<file path="config.mk">
export PLATFORM = sky130hd
export DESIGN_NAME = ordered_list_engine
export DESIGN_NICKNAME = d
export VERILOG_FILES = /design/src/rtl/ole_pkg.sv /design/src/rtl/ordered_list_engine.sv
export SDC_FILE = /design/constraint.sdc
export NUM_CORES = 2
export LEC_CHECK = 0
export BUFFER_PORTS_ARGS = -buffer_cell sky130_fd_sc_hd__clkbuf_2
export CORE_AREA = 2 2 605 607
export DETAILED_ROUTE_END_ITERATION = 8
export DIE_AREA = 0 0 607 609
export PLACE_DENSITY = 0.56
export SLEW_MARGIN = 0
export SYNTH_ARGS = -nofsm -noshare
export SYNTH_HDL_FRONTEND = slang
export SYNTH_SLANG_ARGS = --single-unit
</file>
<file path="constraint.sdc">
create_clock -name clock -period 6.14 [get_ports clock]
set_input_delay 0.307 -clock clock [delete_from_list [all_inputs] [get_ports clock]]
set_output_delay 0.307 -clock clock [all_outputs]
set_load 0.05 [all_outputs]
</file>
<file path="src/rtl/ole_pkg.sv">
// Package for the ordered list engine: sizes, operation and status codes,
// and the request and response word types. Depends on nothing.
package ole_pkg;

   localparam int CAPACITY   = 64;
   localparam int DATA_WIDTH = 32;
   localparam int ADDR_W     = $clog2(CAPACITY);
   localparam int COUNT_W    = $clog2(CAPACITY + 1);

   localparam logic [COUNT_W-1:0] CAP_COUNT = COUNT_W'(CAPACITY);

   typedef enum logic [2:0] {
      OP_INS_IDX   = 3'd0,
      OP_INS_FRONT = 3'd1,
      OP_INS_BACK  = 3'd2,
      OP_DEL_IDX   = 3'd3,
      OP_DEL_FRONT = 3'd4,
      OP_DEL_BACK  = 3'd5,
      OP_SEARCH    = 3'd6,
      OP_REVERSE   = 3'd7
   } op_type;

   typedef enum logic [2:0] {
      ST_OK        = 3'd0,
      ST_EMPTY     = 3'd1,
      ST_BAD_INDEX = 3'd2,
      ST_FULL      = 3'd3,
      ST_MISS      = 3'd4
   } status_type;

   typedef struct packed {
      op_type             operation;
      logic signed [31:0] value;
      logic [6:0]         index;
   } req_word_type;

   typedef struct packed {
      status_type         status;
      logic signed [31:0] removed_value;
      logic [5:0]         found_position;
      logic [6:0]         element_total;
   } rsp_word_type;

endpackage

</file>
<file path="src/rtl/ordered_list_engine.sv">
// Ordered list engine: a bounded sequence of signed values held in a flat
// store and worked on by a small read/write sequencer. Depends on ole_pkg.
//
// Usage. A request word (operation, value, index) is taken at a rising edge
// where start is high and busy is low. The engine then raises busy and walks
// the store through its single write port and registered read ports. When
// the work is finished it shows one response word (status, removed value,
// found position, element count afterwards) on rsp_word with rsp_valid high
// for exactly one cycle; the receiver must take it then, as there is no way
// to hold a response off. Busy drops in the cycle after the response.
//
// Timing. A request that fails its checks, or a one-element reverse,
// answers in the cycle after the accept; a back insert or back delete
// passes through S_READ and S_WRITE before it answers. Each entry moved by
// an insert or delete adds an S_READ and an S_WRITE, a search spends that
// pair on each entry compared and a reverse adds S_SWAP to it per swapped
// pair. The next word can be taken in the cycle after the response. The
// cost per entry is set by the store: one registered read and one write.
//
// Reset clears the element count and the sequencer; the store contents are
// not cleared, since only entries below the count are ever used.
module ordered_list_engine (
   input  logic                  clock,
   input  logic                  reset,
   input  logic                  start,
   output logic                  busy,
   input  ole_pkg::req_word_type req_word,
   output logic                  rsp_valid,
   output ole_pkg::rsp_word_type rsp_word
);
   import ole_pkg::*;

   // One-hot sequencer states.
   typedef enum logic [4:0] {
      S_IDLE  = 5'b00001,
      S_READ  = 5'b00010,
      S_WRITE = 5'b00100,
      S_SWAP  = 5'b01000,
      S_DONE  = 5'b10000
   } state_type;

   // The kind of walk a request needs once its checks have passed.
   typedef enum logic [1:0] {
      K_INS  = 2'd0,
      K_DEL  = 2'd1,
      K_SRCH = 2'd2,
      K_REV  = 2'd3
   } kind_type;

   state_type              state_ff, state_in;
   kind_type               kind_ff, kind_in;
   logic [COUNT_W-1:0]     lo_ff, lo_in;
   logic [COUNT_W-1:0]     hi_ff, hi_in;
   logic [COUNT_W-1:0]     count_ff, count_in;
   logic [DATA_WIDTH-1:0]  value_ff, value_in;
   logic                   first_ff, first_in;
   status_type             status_ff, status_in;
   logic signed [31:0]     removed_ff, removed_in;
   logic [5:0]             found_ff, found_in;

   // The value store and its registered read data.
   logic [DATA_WIDTH-1:0]  store_mem [CAPACITY];
   logic [DATA_WIDTH-1:0]  rd_a_ff;
   logic [DATA_WIDTH-1:0]  rd_b_ff;

   logic                   wr_en;
   logic [ADDR_W-1:0]      wr_addr;
   logic [DATA_WIDTH-1:0]  wr_data;
   logic [ADDR_W-1:0]      rd_addr_a;
   logic [ADDR_W-1:0]      rd_addr_b;

   logic [COUNT_W-1:0]     lo_inc;
   logic [COUNT_W-1:0]     hi_dec;
   logic [COUNT_W-1:0]     count_dec;
   logic [COUNT_W-1:0]     req_idx;

   assign lo_inc    = lo_ff + 1'b1;
   assign hi_dec    = hi_ff - 1'b1;
   assign count_dec = count_ff - 1'b1;
   assign req_idx   = COUNT_W'(req_word.index);

   // Read addresses follow the walk: an insert pulls the entry below the
   // cursor, a delete the entry at and above it, a reverse both ends.
   always_comb begin
      rd_addr_a = lo_ff[ADDR_W-1:0];
      rd_addr_b = lo_inc[ADDR_W-1:0];
      case (kind_ff)
         K_INS: begin
            rd_addr_a = hi_dec[ADDR_W-1:0];
         end
         K_REV: begin
            rd_addr_b = hi_ff[ADDR_W-1:0];
         end
         default: begin
            rd_addr_a = lo_ff[ADDR_W-1:0];
         end
      endcase
   end

   always_ff @(posedge clock) begin
      if (wr_en) begin
         store_mem[wr_addr] <= wr_data;
      end
      rd_a_ff <= store_mem[rd_addr_a];
      rd_b_ff <= store_mem[rd_addr_b];
   end

   always_comb begin
      state_in   = state_ff;
      kind_in    = kind_ff;
      lo_in      = lo_ff;
      hi_in      = hi_ff;
      count_in   = count_ff;
      value_in   = value_ff;
      first_in   = first_ff;
      status_in  = status_ff;
      removed_in = removed_ff;
      found_in   = found_ff;
      wr_en      = 1'b0;
      wr_addr    = lo_ff[ADDR_W-1:0];
      wr_data    = rd_b_ff;

      case (state_ff)
         S_IDLE: begin
            if (start) begin
               // Checks that end a request at once go straight to the
               // response; the rest set up a walk.
               value_in   = req_word.value[DATA_WIDTH-1:0];
               status_in  = ST_OK;
               removed_in = '0;
               found_in   = '0;
               first_in   = 1'b1;
               lo_in      = '0;
               hi_in      = count_ff;
               state_in   = S_DONE;
               case (req_word.operation)
                  OP_INS_IDX: begin
                     if (req_idx > count_ff) begin
                        status_in = ST_BAD_INDEX;
                     end else if (count_ff >= CAP_COUNT) begin
                        status_in = ST_FULL;
                     end else begin
                        kind_in  = K_INS;
                        lo_in    = req_idx;
                        state_in = S_READ;
                     end
                  end
                  OP_INS_FRONT, OP_INS_BACK: begin
                     if (count_ff >= CAP_COUNT) begin
                        status_in = ST_FULL;
                     end else begin
                        kind_in  = K_INS;
                        lo_in    = (req_word.operation == OP_INS_FRONT) ? '0 : count_ff;
                        state_in = S_READ;
                     end
                  end
                  OP_DEL_IDX: begin
                     if (count_ff == '0) begin
                        status_in = ST_EMPTY;
                     end else if (req_idx >= count_ff) begin
                        status_in = ST_BAD_INDEX;
                     end else begin
                        kind_in  = K_DEL;
                        lo_in    = req_idx;
                        state_in = S_READ;
                     end
                  end
                  OP_DEL_FRONT, OP_DEL_BACK: begin
                     if (count_ff == '0) begin
                        status_in = ST_EMPTY;
                     end else begin
                        kind_in  = K_DEL;
                        lo_in    = (req_word.operation == OP_DEL_FRONT) ? '0 : count_dec;
                        state_in = S_READ;
                     end
                  end
                  OP_SEARCH: begin
                     if (count_ff == '0) begin
                        status_in = ST_EMPTY;
                     end else begin
                        kind_in  = K_SRCH;
                        state_in = S_READ;
                     end
                  end
                  default: begin
                     // Reverse; a single element stays as it is.
                     if (count_ff == '0) begin
                        status_in = ST_EMPTY;
                     end else if (count_ff != COUNT_W'(1)) begin
                        kind_in  = K_REV;
                        hi_in    = count_dec;
                        state_in = S_READ;
                     end
                  end
               endcase
            end
         end

         S_READ: begin
            state_in = S_WRITE;
         end

         S_WRITE: begin
            case (kind_ff)
               K_INS: begin
                  wr_en = 1'b1;
                  if (hi_ff == lo_ff) begin
                     // The gap has reached the target position.
                     wr_addr  = lo_ff[ADDR_W-1:0];
                     wr_data  = value_ff;
                     count_in = count_ff + 1'b1;
                     state_in = S_DONE;
                  end else begin
                     wr_addr  = hi_ff[ADDR_W-1:0];
                     wr_data  = rd_a_ff;
                     hi_in    = hi_dec;
                     state_in = S_READ;
                  end
               end
               K_DEL: begin
                  first_in = 1'b0;
                  if (first_ff) begin
                     removed_in = 32'($signed(rd_a_ff));
                  end
                  if (lo_inc < count_ff) begin
                     wr_en    = 1'b1;
                     wr_addr  = lo_ff[ADDR_W-1:0];
                     wr_data  = rd_b_ff;
                     lo_in    = lo_inc;
                     state_in = S_READ;
                  end else begin
                     count_in = count_dec;
                     state_in = S_DONE;
                  end
               end
               K_SRCH: begin
                  if (rd_a_ff == value_ff) begin
                     found_in = 6'(lo_ff);
                     state_in = S_DONE;
                  end else if (lo_inc == count_ff) begin
                     status_in = ST_MISS;
                     state_in  = S_DONE;
                  end else begin
                     lo_in    = lo_inc;
                     state_in = S_READ;
                  end
               end
               default: begin
                  // Reverse: the high entry goes to the low end first.
                  wr_en    = 1'b1;
                  wr_addr  = lo_ff[ADDR_W-1:0];
                  wr_data  = rd_b_ff;
                  state_in = S_SWAP;
               end
            endcase
         end

         S_SWAP: begin
            wr_en    = 1'b1;
            wr_addr  = hi_ff[ADDR_W-1:0];
            wr_data  = rd_a_ff;
            lo_in    = lo_inc;
            hi_in    = hi_dec;
            state_in = (lo_inc < hi_dec) ? S_READ : S_DONE;
         end

         S_DONE: begin
            state_in = S_IDLE;
         end

         default: begin
            state_in = S_IDLE;
         end
      endcase
   end

   always_ff @(posedge clock) begin
      if (reset) begin
         state_ff <= S_IDLE;
         count_ff <= '0;
      end else begin
         state_ff <= state_in;
         count_ff <= count_in;
      end
      kind_ff    <= kind_in;
      lo_ff      <= lo_in;
      hi_ff      <= hi_in;
      value_ff   <= value_in;
      first_ff   <= first_in;
      status_ff  <= status_in;
      removed_ff <= removed_in;
      found_ff   <= found_in;
   end

   assign busy                    = (state_ff != S_IDLE);
   assign rsp_valid               = (state_ff == S_DONE);
   assign rsp_word.status         = status_ff;
   assign rsp_word.removed_value  = removed_ff;
   assign rsp_word.found_position = found_ff;
   assign rsp_word.element_total  = 7'(count_ff);

endmodule

</file>
# Word-level counts from Yosys, hierarchy flattened
# Memory sizes are Yosys's and may differ from the RTL's. A register that Yosys moved wholly into a read port is not among the register bits.
# Cells that the tools add are included.
word_totals:
  n_memories: 1
  ff_bits: 102
  wordCells: 165
  ramBits: 2048
  output_inout_bits: 50
op_classes:
  reduce_logical: 20
  n_eq_ne: 40
  order_cmp: 5
  addsub: 4
  mux: 85
mem_list:
  columns: ["name", "depth", "width", "read_ports", "rd_clocked_by_memory_dff", "write_ports", "line", "source"]
  rows:
  - ["store_mem", 64, 32, 2, 2, 1, "ordered_list_engine.sv:62", "logic [DATA_WIDTH-1:0] store_mem [CAPACITY];"]
op_table:
  columns: ["cell", "count"]
  rows:
  - ["two-way mux 32 bit", 5]
  - ["two-way mux 7 bit", 20]
  - ["one-hot mux 32 bit (2 select lines)", 2]
  - ["two-way mux 5 bit", 13]
  - ["two-way mux 6 bit", 7]
  - ["one-hot mux 7 bit (3 select lines)", 2]
  - ["one-hot mux 5 bit (4 select lines)", 2]
  - ["equality test 32 bit", 1]
  - ["inequality test 2 bit (second input constant)", 14]
  - ["one-hot mux 7 bit (2 select lines)", 2]
  - ["one-hot mux 7 bit (4 select lines)", 1]
  - ["two-way mux 2 bit", 12]
  - ["one-hot mux 6 bit (2 select lines)", 2]
  - ["AND reduction 4 bit", 4]
  - ["one-hot mux 5 bit (3 select lines)", 1]
  - ["adder 7 x 1 -> 7 bit (second input constant)", 2]
  - ["equality test 7 bit", 2]
  - ["< comparator 7 bit", 2]
  - ["subtractor 7 x 1 -> 7 bit (second input constant)", 2]
  - ["two-way mux 3 bit", 4]
  - ["one-hot mux 2 bit (5 select lines)", 1]
  - ["equality test 3 bit (second input constant)", 3]
  - ["inequality test 3 bit (second input constant)", 3]
  - ["one-hot mux 3 bit (3 select lines)", 1]
  - ["other kinds (34)", 46]

# Depth between registers and ports, before layout
depth:
  ltp_word: 7
  ltp_mapped: 14

# Worst setup path after synthesis
# OpenSTA, ideal clock, no wires.
synth_timing:
  path_kind: "reg2reg"
  startpoint: "register lo_ff[0]"
  endpoint: "memory store_mem[26][0], enable pin"
  path_stages_with_launch: 13
  path_slack_ns: 0.780
  path_buffers: 1
  required_ns: 5.679
  setup_ns: 0.461
  arrival_ns: 4.899
  cell_sequence: "edfxtp_1 > ha_1 > nand3_1 > xnor2_1 > ha_1 > a21o_1 > a21oi_1 > nor2b_1 > o31ai_1 > a31o_2 > clkbuf_1 > nand3_1 > nor3_1"
synth_between:
  elab_chain_cells: 7
  elab_cells_between_ends: 11
  cone_classes: "add/sub (1); order compare (1); eq/ne (1); mux (8)"
synth_rtl:
  columns: ["item", "line", "source"]
  rows:
  - ["start: declaration", "ordered_list_engine.sv:52", "logic [COUNT_W-1:0] lo_ff, lo_in;"]
  - ["start signal: assignment", "ordered_list_engine.sv:286", "lo_ff <= lo_in;"]
  - ["adder 7 x 1 -> 7 bit", "ordered_list_engine.sv:77", "assign lo_inc = lo_ff + 1'b1;"]
  - ["< comparator 7 bit", "ordered_list_engine.sv:225", "if (lo_inc < count_ff) begin"]
  - ["two-way mux 1 bit", "ordered_list_engine.sv:225", null]
  - ["one-hot mux 1 bit (2 select lines)", "ordered_list_engine.sv:204", "case (kind_ff)"]
  - ["one-hot mux 1 bit (2 select lines)", "ordered_list_engine.sv:123", "case (state_ff)"]
  - ["two-way mux 1 bit", "ordered_list_engine.sv:101", "if (wr_en) begin"]
  - ["two-way mux 1 bit (implied by the code)", "ordered_list_engine.sv:102", "store_mem[wr_addr] <= wr_data;"]
  - ["end: declaration", "ordered_list_engine.sv:62", null]
# Parallel ways exist; a longest one is shown, timed or not.

# Worst setup path in the final report
layout_timing:
  startpoint: "register hi_ff[0]"
  endpoint: "memory store_mem[17][13], enable pin"
layout_between:
  elab_chain_cells: 4
layout_rtl:
  columns: ["item", "line", "source"]
  rows:
  - ["start: declaration", "ordered_list_engine.sv:53", "logic [COUNT_W-1:0] hi_ff, hi_in;"]
  - ["start signal: assignment", "ordered_list_engine.sv:287", "hi_ff <= hi_in;"]
  - ["equality test 7 bit", "ordered_list_engine.sv:207", "if (hi_ff == lo_ff) begin"]
  - ["two-way mux 6 bit", "ordered_list_engine.sv:207", null]
  - ["two-way mux 6 bit", null, null]
  - ["one-hot mux 6 bit (2 select lines) *", "ordered_list_engine.sv:123", null]
# Every way passes the cells marked *; elsewhere a longest branch is shown, timed or not.

==> results.toml <==
[run_status]
run_status = "finished with violations"
violations = "design-rule violations"

[critical_path]
rr_worst_depth = 12
crit_top_cell = "buf_4"
cp_top_family = "buffers and inverters"
path_depth = 12
critPathLaunchType = "register"
cp_slowest_cell = "nor2_4"
cpPeakStageDelay_ps = 700
cp_cell_sequence = "inv_1, ha_1, nand4_1, nor4_4, buf_4, o31ai_4, buf_4, mux2i_1, buf_4, nand2b_1, nor2_4, buf_12"
critPathKind = "register to register"
required_ps = 6730
cp.arrival_ps = 6020
critical_path.max_fanout = 42
critPathCaptureType = "register"
path_buf_inv = 5

[finish]
area.growth.synth_to_final_pct = 14.56
final_nets = 9624
final_area_um2 = 124400
drive_gt1_frac = 0.1164

[logic_synthesis]
synth-main-ff-cell = "edfxtp_1"
synth_top_family_by_area = "simple AND/OR/NAND/NOR gates"
synth_top_area_frac = 0.5911
syn_avg_cell_area_um2 = 11.16
synthArstFlopShare = 0
synth_edf_count = 2138
synth.cell_area_um2 = 108600
syn_inst = 9735
synth_seq_cells = 2214
synth_top_area_cell = "edfxtp_1"
synthSimpleGateAreaFrac = 0.1807
synthTopCellsByArea = "edfxtp_1 59%, nand2_1 8.1%, nand3_1 3.8%, and3_1 3.6%, mux4_2 2.9%"
yosysMostFrequentCell = "nand2_1"
synth-seq-area-share = 0.6051
synth_compound_gate_area_share = 0.1318
synth_xor_area_frac = 0.004355
synth_nets = 9807
yosysUniqueCellTypes = 86
ys_warn_count = 0
synth_top_cells_by_count = "2330 x nand2_1, 2138 x edfxtp_1, 821 x nand3_1, 624 x and3_1, 534 x clkbuf_1"
synthAdderAreaFrac = 0.003111
synth.area.mux_share = 0.03782

[detailed_routing]
drt_iter0_markers = 14680
drt_pre_antenna_iters = 9
wl_per_cell_um = 30.87
ant_nets = 0
viasPerCell = 6.143
wirelength_mm = 449.9
route.detailed.drc = 15
vias = 89520

[clock_network]
clk_path_buf_depth = 4
clk_latency_ps = 930
clk_pin_slew_ps = 60
cts.repair.resized = 0
clock-sinks = 2214
root_buffer = "clkbuf_16"
cts_setup_buffers = 0
cts-htree-levels = 4
tritoncts = "yes"
holdBufCountCts = 44
cts-buffers-inserted = 241

[sta]
min_period_over_period = 0.8835
timing.hold.ws_ps = 62.47
finalSetupTns_ps = 0
worst_pin_slew_ps = 1425
period_needed_ps = 5425
relSlewSlack = 0.04997
setup_violations = 0
grt_setup_unrepaired = "no"
slew_viol_final = 0
skew_ps = 57.45
hold_viol = 0
max_freq_ghz = 0.1843
worst_slack_ps = 715.3

[power]
ir_drop_uv = 278.7
power-per-cell-area_nw_per_um2 = 326.1
p_leak_nw = 42.01

[floorplanning]
die_h_um = 609
die_area_um2 = 369700
rows = 222
ioPinCount = 95
die_x_um = 607
coreArea_um2 = 363900
initial_core_util = 0.2985

[grt]
overflow = 0
use_met2 = 0.3427
grt_pass1_wl_mm = 628.2
antenna_found_initial = 27
top_usage_layer = "met2"
grt_max_degree = 131
use_met1 = 0.3052
grt_usage = 0.2339
use_met3 = 0.07461
grt_pass1_vias = 84290

[job]
cap_violations = 0

[place]
place_hpwl_mm = 277.7
io_buffers = 94
gp_congestion = 0.9631
placed_area_um2 = 116000
pre_cts_ws_ps = 945.4

[hold_path]
hold_depth = 4
hold_path_class = "input port to register"
worst paths after layout:
path         slack (ps)                     endpoint                     start
max                 720  store_mem[17][13]$_DFFE_PP_        hi_ff[0]$_DFFE_PP_
min                  60   status_ff[1]$_SDFFCE_PP0P_              req_word[39]
max reg2reg         720  store_mem[17][13]$_DFFE_PP_        hi_ff[0]$_DFFE_PP_
min reg2reg         510     state_ff[2]$_SDFFE_PP0P_  state_ff[4]$_SDFFE_PP0P_
state kept, by name (all words and copies together), names as in the netlist, 3 cells and up:
register,flops
lo_ff,7
value_ff,32
rd_a_ff,32
found_ff,6
state_ff,5
store_mem,2048
count_ff,7
removed_ff,32
rd_b_ff,32
status_ff,3
hi_ff,7
worst reg2reg max path, delay by kind of cell, from the launching register on:
kind | cells | cell delay [ps]
AOI/OAI and AO/OA | 1 | 440
adders and majority gates | 1 | 310
muxes | 1 | 700
buffers and inverters | 5 | 1660
and+or+nand+nor | 4 | 1350
DFF | 1 | 620
cells by family after synthesis:
family,count (synthesis)
AOI/OAI and AO/OA,2004
xor gates and xnor gates,54
adders and majority gates,27
buffers and inverters,957
DFF,2214
muxes,233
and+or+nand+nor,4246
layout make-up:
type	instances	area (um2)
diodes	9	22.52
clock buffers	314	6518
clock inverters	125	1431
fillers	35450	239500
inverters	34	127.6
multi-input cells	6564	39650
flip-flops and latches	2214	65720
well taps	4816	6026
repair buffers	497	4920
routing by layer:
layer,vias up,part of all wire
li1,36890,-
met1,44670,0.38
met2,6701,0.43
met3,1244,0.14
met4,14,0.061
met5,-,0.00018
cells in the final DEF (no fill, tap or decap), drive strengths merged, types with 57 or more instances in the layout:
master and count:
nor3 84, edfxtp 2138, o22ai 90, or3 67, nand2 2332, a31oi 350, and3 624, clkinv 78
mux2i 86, a211oi 410, buf 359, clkbuf 408, a221oi 121, nor2 108, nor4 69, nand3 821
mux4 141, a21boi 57, o21ai 277, a21oi 152, dfxtp 76, a311oi 283
power breakdown:
| group | leakage (nW) | switching (mW) | internal [mW] |
|---|---|---|---|
| registers | 19.8 | 0.374 | 18.0 |
| logic | 18.3 | 5.43 | 1.80 |
| clock network | 3.86 | 6.28 | 8.66 |
| total | 42.0 | 12.1 | 28.5 |
per-stage QoR:
stage	power, mW	std cells	utilization
6_report	40.57	14570	0.3419
5_1_grt	41.49	14570	0.3419
4_1_cts	40.39	14560	0.3418
3_5_place_dp	25.62	14080	0.3188
3_3_place_gp	25.51	14080	0.3188
2_1_floorplan	22.31	9735	-
(Power assumes the default switching activity.)
